### config.mk
export PLATFORM = sky130hd
export DESIGN_NAME = telemetry_frame_deframer_flat
export DESIGN_NICKNAME = d
export VERILOG_FILES = /design/src/tfd_pkg.sv /design/src/tfd_if.sv /design/src/telemetry_frame_deframer.sv /design/src/flat_wrapper.sv
export SDC_FILE = /design/constraint.sdc
export NUM_CORES = 1
export LEC_CHECK = 0
export BUFFER_PORTS_ARGS = -buffer_cell sky130_fd_sc_hd__buf_2
export CORE_AREA = 2 2 142 144
export DETAILED_ROUTE_END_ITERATION = 12
export DIE_AREA = 0 0 144 146
export GPL_ROUTABILITY_DRIVEN = 0
export GPL_TIMING_DRIVEN = 0
export PLACE_DENSITY = 0.68
export SYNTH_ARGS = -nofsm -noshare
export SYNTH_HDL_FRONTEND = slang
export SYNTH_SLANG_ARGS = --single-unit
### constraint.sdc
create_clock -name clock -period 20.9 [get_ports clock]
set_input_delay 3.135 -clock clock [delete_from_list [all_inputs] [get_ports clock]]
set_output_delay 3.135 -clock clock [all_outputs]
set_load 0.005 [all_outputs]
### src/tfd_pkg.sv
// ----------------------------------------------------------------------------
// Telemetry frame deframer package
// Shared constants and the result payload type.
// ----------------------------------------------------------------------------
package tfd_pkg;

   localparam int unsigned POS_W         = 17;
   localparam logic [7:0]  SYNC_BYTE     = 8'h3C;
   localparam logic [POS_W-1:0] POS_HUNT = 17'd0;
   localparam logic [POS_W-1:0] POS_TYPE = 17'd1;
   localparam logic [POS_W-1:0] POS_LEN_LO = 17'd2;
   localparam logic [POS_W-1:0] POS_LEN_HI = 17'd3;
   localparam logic [POS_W-1:0] POS_BODY = 17'd4;
   localparam logic [15:0] MAX_LEN_RESET = 16'd255;
   localparam logic [15:0] HEADER_LAST   = 16'd3;

   localparam logic STATUS_DONE    = 1'b0;
   localparam logic STATUS_LEN_ERR = 1'b1;

   typedef struct packed {
      logic        status;
      logic [7:0]  frame_type;
      logic [15:0] frame_length;
      logic [31:0] object_id;
   } rsp_type;

endpackage

### src/tfd_if.sv
// ----------------------------------------------------------------------------
// Deframer channel interfaces
// Valid/ready channels for received bytes and for frame results.
// ----------------------------------------------------------------------------
interface tfd_req_if;
   logic       valid;
   logic       ready;
   logic [7:0] rx_byte;

   modport source (output valid, output rx_byte, input ready);
   modport sink   (input valid, input rx_byte, output ready);
endinterface

interface tfd_rsp_if;
   logic        valid;
   logic        ready;
   logic        status;
   logic [7:0]  frame_type;
   logic [15:0] frame_length;
   logic [31:0] object_id;

   modport source (output valid, output status, output frame_type,
                   output frame_length, output object_id, input ready);
   modport sink   (input valid, input status, input frame_type,
                   input frame_length, input object_id, output ready);
endinterface

### src/telemetry_frame_deframer.sv
// ----------------------------------------------------------------------------
// Telemetry frame deframer
// Hunts for the sync byte, parses type, length and object id from the
// byte stream and reports one result per completed or rejected frame.
// ----------------------------------------------------------------------------
//  channel   direction  handshake           payload
//  req_ch    in         valid/ready         rx_byte
//  rsp_ch    out        valid/ready         status, frame_type, frame_length,
//                                           object_id
//  csr_*     in         write enable only   max_frame_length (16 bits)
//
//  One byte is taken per cycle while ready; each result is registered.
//  A two-entry output buffer (result register plus skid) lets bytes keep
//  flowing while a result waits; req_ch.ready drops only when both are full.
//  Synchronous reset returns to the sync hunt and empties the output buffer.
// ----------------------------------------------------------------------------
module telemetry_frame_deframer
   import tfd_pkg::*;
(
   input  logic             clock,
   input  logic             reset,
   tfd_req_if.sink          req_ch,
   tfd_rsp_if.source        rsp_ch,
   input  logic             csr_wr_en,
   input  logic [15:0]      csr_wr_data
);

   logic [POS_W-1:0] pos_ff, pos_in;
   logic [7:0]       type_ff, type_in;
   logic [15:0]      len_ff, len_in;
   logic [31:0]      id_ff, id_in;
   logic [15:0]      max_len_ff;

   rsp_type          main_ff, skid_ff, res;
   logic             main_v_ff, skid_v_ff;

   logic             accept, push, pop;
   logic [7:0]       b;

   assign req_ch.ready = !skid_v_ff;
   assign accept       = req_ch.valid && req_ch.ready;
   assign pop          = main_v_ff && rsp_ch.ready;
   assign b            = req_ch.rx_byte;

   always_comb begin
      pos_in  = pos_ff;
      type_in = type_ff;
      len_in  = len_ff;
      id_in   = id_ff;
      push    = 1'b0;
      res.status       = STATUS_DONE;
      res.frame_type   = type_ff;
      res.frame_length = len_ff;
      res.object_id    = id_ff;

      if (pos_ff == POS_HUNT) begin
         if (b == SYNC_BYTE) begin
            pos_in = POS_TYPE;
         end
      end else if (pos_ff < POS_BODY) begin
         case (pos_ff[1:0])
            2'd1:    type_in = b;
            2'd2:    len_in  = {len_ff[15:8], b};
            2'd3:    len_in  = {b, len_ff[7:0]};
            default: type_in = type_ff;
         endcase
         pos_in = pos_ff + 1'b1;
         if (pos_ff == POS_LEN_HI) begin
            if (len_in > max_len_ff) begin
               push   = 1'b1;
               pos_in = POS_HUNT;
               res.status = STATUS_LEN_ERR;
            end else if (len_in <= HEADER_LAST) begin
               push   = 1'b1;
               pos_in = POS_HUNT;
            end
         end
      end else begin
         // id bytes sit at frame positions four to seven
         if (pos_ff[POS_W-1:2] == 15'd1) begin
            case (pos_ff[1:0])
               2'd0:    id_in[7:0]   = b;
               2'd1:    id_in[15:8]  = b;
               2'd2:    id_in[23:16] = b;
               default: id_in[31:24] = b;
            endcase
         end
         if (pos_ff >= {1'b0, len_ff}) begin
            push   = 1'b1;
            pos_in = POS_HUNT;
         end else begin
            pos_in = pos_ff + 1'b1;
         end
      end

      res.frame_type   = type_in;
      res.frame_length = len_in;
      res.object_id    = (res.status == STATUS_LEN_ERR) ? 32'd0 : id_in;
      push = push && accept;
   end

   always_ff @(posedge clock) begin
      if (reset) begin
         pos_ff     <= POS_HUNT;
         type_ff    <= 8'd0;
         len_ff     <= 16'd0;
         id_ff      <= 32'd0;
         max_len_ff <= MAX_LEN_RESET;
      end else begin
         if (accept) begin
            pos_ff  <= pos_in;
            type_ff <= type_in;
            len_ff  <= len_in;
            id_ff   <= id_in;
         end
         if (csr_wr_en) begin
            max_len_ff <= csr_wr_data;
         end
      end
   end

   // output buffer: skid only fills while the result register is stalled
   always_ff @(posedge clock) begin
      if (reset) begin
         main_v_ff <= 1'b0;
         skid_v_ff <= 1'b0;
      end else if (pop || !main_v_ff) begin
         if (skid_v_ff) begin
            main_v_ff <= 1'b1;
            skid_v_ff <= 1'b0;
         end else begin
            main_v_ff <= push;
         end
      end else if (push) begin
         skid_v_ff <= 1'b1;
      end
   end

   always_ff @(posedge clock) begin
      if (pop || !main_v_ff) begin
         main_ff <= skid_v_ff ? skid_ff : res;
      end else if (push) begin
         skid_ff <= res;
      end
   end

   assign rsp_ch.valid        = main_v_ff;
   assign rsp_ch.status       = main_ff.status;
   assign rsp_ch.frame_type   = main_ff.frame_type;
   assign rsp_ch.frame_length = main_ff.frame_length;
   assign rsp_ch.object_id    = main_ff.object_id;

endmodule

### src/flat_wrapper.sv
// flat-port wrapper written by rule: the top's interface ports become plain ports
module telemetry_frame_deframer_flat import tfd_pkg::*;
  (clock, reset, csr_wr_en, csr_wr_data, req_ch_valid, req_ch_rx_byte, req_ch_ready, rsp_ch_valid, rsp_ch_status, rsp_ch_frame_type, rsp_ch_frame_length, rsp_ch_object_id, rsp_ch_ready);
  tfd_req_if req_ch_i ();
  tfd_rsp_if rsp_ch_i ();
  input  logic clock;
  input  logic reset;
  input  logic csr_wr_en;
  input  logic [15:0] csr_wr_data;
  input wire logic [$bits(req_ch_i.valid)-1:0] req_ch_valid;
  input wire logic [$bits(req_ch_i.rx_byte)-1:0] req_ch_rx_byte;
  output wire logic [$bits(req_ch_i.ready)-1:0] req_ch_ready;
  output wire logic [$bits(rsp_ch_i.valid)-1:0] rsp_ch_valid;
  output wire logic [$bits(rsp_ch_i.status)-1:0] rsp_ch_status;
  output wire logic [$bits(rsp_ch_i.frame_type)-1:0] rsp_ch_frame_type;
  output wire logic [$bits(rsp_ch_i.frame_length)-1:0] rsp_ch_frame_length;
  output wire logic [$bits(rsp_ch_i.object_id)-1:0] rsp_ch_object_id;
  input wire logic [$bits(rsp_ch_i.ready)-1:0] rsp_ch_ready;
  assign req_ch_i.valid = req_ch_valid;
  assign req_ch_i.rx_byte = req_ch_rx_byte;
  assign req_ch_ready = req_ch_i.ready;
  assign rsp_ch_valid = rsp_ch_i.valid;
  assign rsp_ch_status = rsp_ch_i.status;
  assign rsp_ch_frame_type = rsp_ch_i.frame_type;
  assign rsp_ch_frame_length = rsp_ch_i.frame_length;
  assign rsp_ch_object_id = rsp_ch_i.object_id;
  assign rsp_ch_i.ready = rsp_ch_ready;
  telemetry_frame_deframer u_core (.clock(clock), .reset(reset), .req_ch(req_ch_i), .rsp_ch(rsp_ch_i), .csr_wr_en(csr_wr_en), .csr_wr_data(csr_wr_data));
endmodule
# Word-level counts from Yosys, hierarchy flattened
# Cells that the tools add are included.
# word_totals
register_bits	205
inputBits	29
output_inout_bits	59
# classes
n_addsub	1
magnitude_cmp	4
eq_ne	7
mux	35
bitwise	1
n_reduce_logical	12
# op_table
operator	n
$mux 32	4
$mux 17	7
$mux 16	4
$mux 57	1
$mux 8	7
$pmux 16 s2	1
$add 17x1->17 const B	1
$eq 17x2->1 const B	1
$ge 17x16->1	1
$logic_not 17->1	1
$lt 17x3->1 const B	1
$gt 16x16->1	1
$le 16x2->1 const B	1
$eq 15x1->1 const B	1
$mux 1	11
$eq 8x6->1 const B	1
$eq 2x2->1 const B	2
$reduce_and 2->1	2
$logic_and 1x1->1	3
$reduce_or 3->1	1
$eq 2x1->1 const B	1
$logic_not 1->1	2
$logic_not 2->1	1
$ne 2x2->1 const B	1
3 further kinds	3

# Depth between registers and ports, before layout
# logic_depth
word_depth	12
ltp_mapped	15
depth_no_buf	12

# Worst setup path after synthesis
# No wires, ideal clock.
# synth_path
path_type	input to register
from	input req_ch_rx_byte[7]
to	register u_core.skid_ff[0] (netlist name) (enable)
t_arrival_ns	8.597
required_ns	20.358
setup_slack_ns	11.761
path_stages	10
n_path_buf	1
path_cell_list	clkbuf_1 > a22o_1 > ha_1 > nand4_1 > nor3_1 > a21boi_0 > o31ai_1 > a21oi_1 > nor2_1 > nor3_1
# synth_via
elab_chain_len	11
# synth_lines
item	line_no	source
start, declared	flat_wrapper.sv:11	input wire logic [$bits(req_ch_i.rx_byte)-1:0] req_ch_rx_byte;
$pmux 16 s2 *	telemetry_frame_deframer.sv:61	case (pos_ff[1:0])
$mux 16 *	telemetry_frame_deframer.sv:60	end else if (pos_ff < POS_BODY) begin
$mux 16 *	telemetry_frame_deframer.sv:56	if (pos_ff == POS_HUNT) begin
$le 16x2->1	telemetry_frame_deframer.sv:73	end else if (len_in <= HEADER_LAST) begin
$mux 1	telemetry_frame_deframer.sv:73	
$mux 1 *	telemetry_frame_deframer.sv:69	if (len_in > max_len_ff) begin
$mux 1 *	telemetry_frame_deframer.sv:68	if (pos_ff == POS_LEN_HI) begin
$mux 1 *	telemetry_frame_deframer.sv:60	
$mux 1 *	telemetry_frame_deframer.sv:56	
$logic_and 1x1->1 *	telemetry_frame_deframer.sv:99	push = push && accept;
$reduce_and 2->1 (no source line) *	--	
end signal, assigned	telemetry_frame_deframer.sv:143	skid_ff <= res;
end, declared	telemetry_frame_deframer.sv:34	rsp_type main_ff, skid_ff, res;
# Mark *: on every way between the ends. The rest lies on a longest branch, timed or not. The select of a mux whose other input is x is not followed.
# A chain may end at the register's enable or synchronous reset.

# Worst setup path in the final report
# layout_path
from	input req_ch_rx_byte[4]
to	register u_core.skid_ff[12] (netlist name) (enable)
# The elaborated chain is that of the path after synthesis.

==> flow_summary.json <==
{
  "grt_pass1_wl_um": 35900,
  "cp.arrival_ns": 6.48,
  "grt_use_total": 0.215,
  "internal-power_uw": 659,
  "cp_num_buf_inv": 4,
  "slew_headroom": 0.469,
  "fillers": 1673,
  "worstMarginPinSlew_ns": 0.793,
  "nets": 1101,
  "yosysSeqAreaShare": 0.544,
  "ys_ff_latch": 205,
  "final_common_cell": "nor2_1",
  "htree_levels": 1,
  "report.power.total_uw": 834,
  "pwr-share-clk": 0.454,
  "postCtsSetupBuffers": 0,
  "reg2reg_from": "u_core.pos_ff[0]",
  "final_max_slew_viol_count": 0,
  "vdd_drop_max_mv": 0.0550,
  "rsz0062_at_grt": "no",
  "grt_pass1_vias": 6760,
  "cp_num_cells": 13,
  "synth_edf_count": 114,
  "reg2reg_slack_ns": 16.42,
  "swShare": 0.210,
  "num_vias": 7045,
  "synth_fp_nets": 987,
  "reg2reg_to": "u_core.skid_ff[12]",
  "path_max_fanout": 10,
  "cts_buffers": 22,
  "initialDrtViolationCount": 678,
  "cts_resized": 0,
  "antenna_found_initial": 0,
  "grt_max_degree": 43,
  "cts_tree": "yes",
  "synthArstFlopShare": 0,
  "crit_path_max_incr_delay_ns": 0.65,
  "clkLatencyLatePin_ns": 0.51,
  "finalCriticalPeriod_ns": 6.27,
  "crit_path_start_kind": "primary input",
  "combPwrFrac": 0.034,
  "port_buffers": 84,
  "hold_buffers": 0,
  "synth_warnings": 0,
  "p_per_area_nw_per_um2": 74.6,
  "antenna_cells": 0,
  "syn_area_um2": 9640,
  "synth.avg_cell_area_um2": 10.5,
  "initial_core_util": 0.499,
  "ant_nets": 0,
  "gr-total-overflow": 0,
  "fp.dieH_um": 146,
  "synthCells": 921,
  "worstPathCellList": "buf_2 > clkbuf_1 > a22o_1 > ha_1 > nand4_1 > nor3_1 > a21boi_0 > o31ai_1 > a21oi_1 > nor2_1 > nor3_2 > buf_6 > buf_6",
  "p_leak_nw": 5.11,
  "cp_slowest_cell": "nor3_2",
  "finalWirelength_um": 22400,
  "pwr-share-seq": 0.512,
  "core_area_um2": 19300,
  "r2r_cells": 15,
  "mostFrequentLayoutCells": "nor2_1, edfxtp_1, buf_2",
  "die_area_um2": 21000,
  "fin_setup_tns_ns": 0,
  "row_count": 51,
  "wl_per_cell_um": 17.0,
  "maxCapViolations": 0,
  "crit_top_cell": "buf_6",
  "first_pass_iters": 5,
  "status": "finished, final reports clean",
  "hold_class": "flop to flop",
  "fin_cells": 1316,
  "clock_skew_ns": 0.0108,
  "setup_ws_ns": 14.63,
  "dpl.hpwl_um": 16200,
  "ys_types": 53,
  "placed_cells": 1276,
  "cp-endpoint": "u_core.skid_ff[12]",
  "synthFlopType": "edfxtp_1",
  "timing.final.crit_share": 0.300,
  "clkTransAtPathRegs_ns": 0.06,
  "drive_above_1_share": 0.151,
  "switchingPower_uw": 175,
  "drc": 0,
  "endpoint_kind": "flop",
  "cts.sinks": 205,
  "critPathKind": "primary input to flop",
  "cpLargestDelayFamily": "buffers and inverters",
  "cts_root_buffer": "clkbuf_16",
  "place_ws_ns": 14.12,
  "timing.fmax_ghz": 0.159,
  "crit_start": "req_ch_rx_byte[4]",
  "cp.required_ns": 21.11,
  "area_delta_synth_final_pct": 16.0,
  "die_w_um": 144,
  "setup_viol": 0,
  "via_per_inst": 5.35,
  "final_hold_viol_count": 0,
  "ioPinCount": 88,
  "cts_buffer_depth": 3
}
cell usage after synthesis (all sizes together), types with 2 or more instances:
cell type | number | share of area
a2111oi | 5 | 0.0065
a211o | 2 | 0.0018
a211oi | 2 | 0.0016
a21boi | 2 | 0.0016
a21o | 8 | 0.0062
a21oi | 34 | 0.018
a22o | 15 | 0.014
a31oi | 3 | 0.0019
and2 | 2 | 0.0013
and3 | 3 | 0.0019
buf | 17 | 0.010
clkbuf | 41 | 0.016
dfxtp | 91 | 0.19
edfxtp | 114 | 0.36
ha | 37 | 0.048
inv | 52 | 0.020
mux2 | 18 | 0.021
mux2i | 84 | 0.087
nand2 | 90 | 0.035
nand2b | 5 | 0.0032
nand3 | 20 | 0.010
nand4 | 12 | 0.0084
nor2 | 137 | 0.053
nor2b | 3 | 0.0019
nor3 | 16 | 0.0083
nor4 | 5 | 0.0032
o211ai | 7 | 0.0055
o21ai | 29 | 0.015
o31a | 2 | 0.0018
o31ai | 35 | 0.027
or3 | 8 | 0.0052
xnor2 | 2 | 0.0018
xor2 | 6 | 0.0055
per-layer routing:
layer	vias to the layer above	wire, um	global-route usage
met1	3311	10400	0.304
met3	35	1270	0.0336
met5	-	0	0
met2	186	10300	0.349
li1	3513	-	-
met4	0	431	0.0515
worst reg2reg max path: cells and delay by family (launching register included):
family | cells | cell delay (ns)
and+or+nand+nor | 5 | 1.38
AOI/OAI and AO/OA | 4 | 0.89
buffers and inverters | 4 | 0.83
adders and majority gates | 2 | 0.63
DFF | 1 | 0.45
kinds of logic after synthesis:
kind of cell	Yosys count	synth area share
DFF	205	0.544
AOI/OAI and AO/OA	153	0.109
buffers and inverters	110	0.0462
adders and majority gates	37	0.0480
muxes	102	0.108
xor gates and xnor gates	8	0.00727
and+or+nand+nor	306	0.137
how the worst min path moves through the flow:
| stage | start | endpoint | slack, ns | depth (start not counted) |
|---|---|---|---|---|
| after global routing | u_core.max_len_ff[0] | u_core.max_len_ff[0] | 0.51 | 2 |
| after detailed placement | u_core.max_len_ff[0] | u_core.max_len_ff[0] | 0.47 | 2 |
| after global placement | u_core.id_ff[29] | u_core.id_ff[29] | 0.46 | 2 |
| after CTS | u_core.id_ff[5] | u_core.id_ff[5] | 0.49 | 2 |
| final | u_core.id_ff[13] | u_core.id_ff[13] | 0.49 | 2 |
| after floorplan | u_core.max_len_ff[0] | u_core.max_len_ff[0] | 0.45 | 2 |
metrics by stage:
| step | hold slack, ns | utilization | cell area [um2] |
|---|---|---|---|
| after detailed placement | 0.475 | 0.542 | 10500 |
| after global routing | 0.509 | 0.578 | 11200 |
| after floorplan | 0.449 | - | 9640 |
| after CTS | 0.492 | 0.578 | 11200 |
| final | 0.487 | 0.578 | 11200 |
| after global placement | 0.464 | 0.538 | 10400 |
final cells by class:
class / instances / area [um2] / share of cell area
Buffer: 58 / 250 / 0.0224
Clock buffer: 30 / 632 / 0.0565
Clock inverter: 10 / 75.1 / 0.00671
Inverter: 52 / 195 / 0.0175
Multi-Input combinational cell: 606 / 3960 / 0.354
Sequential cell: 205 / 5250 / 0.469
Tap cell: 265 / 332 / 0.0296
Timing Repair Buffer: 90 / 497 / 0.0444
registers in the layout, indices dropped and copies added, names as in the netlist:
signal                      count
u_core.rsp_ch.frame_length     16
u_core.pos_ff                  17
u_core.rsp_ch.valid             1
u_core.rsp_ch.frame_type        8
u_core.rsp_ch.object_id        32
u_core.id_ff                   32
u_core.skid_ff                 57
u_core.rsp_ch.status            1
u_core.skid_v_ff                1
u_core.len_ff                  16
u_core.max_len_ff              16
u_core.type_ff                  8
power by group through the flow:
| stage | logic (mW) | registers (mW) | clock network, mW |
|---|---|---|---|
| 6_report | 0.0285 | 0.427 | 0.378 |
| 5_1_grt | 0.0312 | 0.427 | 0.401 |
| 2_1_floorplan | 0.0167 | 0.436 | 0 |
| 3_3_place_gp | 0.0278 | 0.436 | 0 |
| 4_1_cts | 0.0285 | 0.427 | 0.385 |
| 3_5_place_dp | 0.0283 | 0.436 | 0 |
No activity file was read; power rests on OpenSTA's default activity.
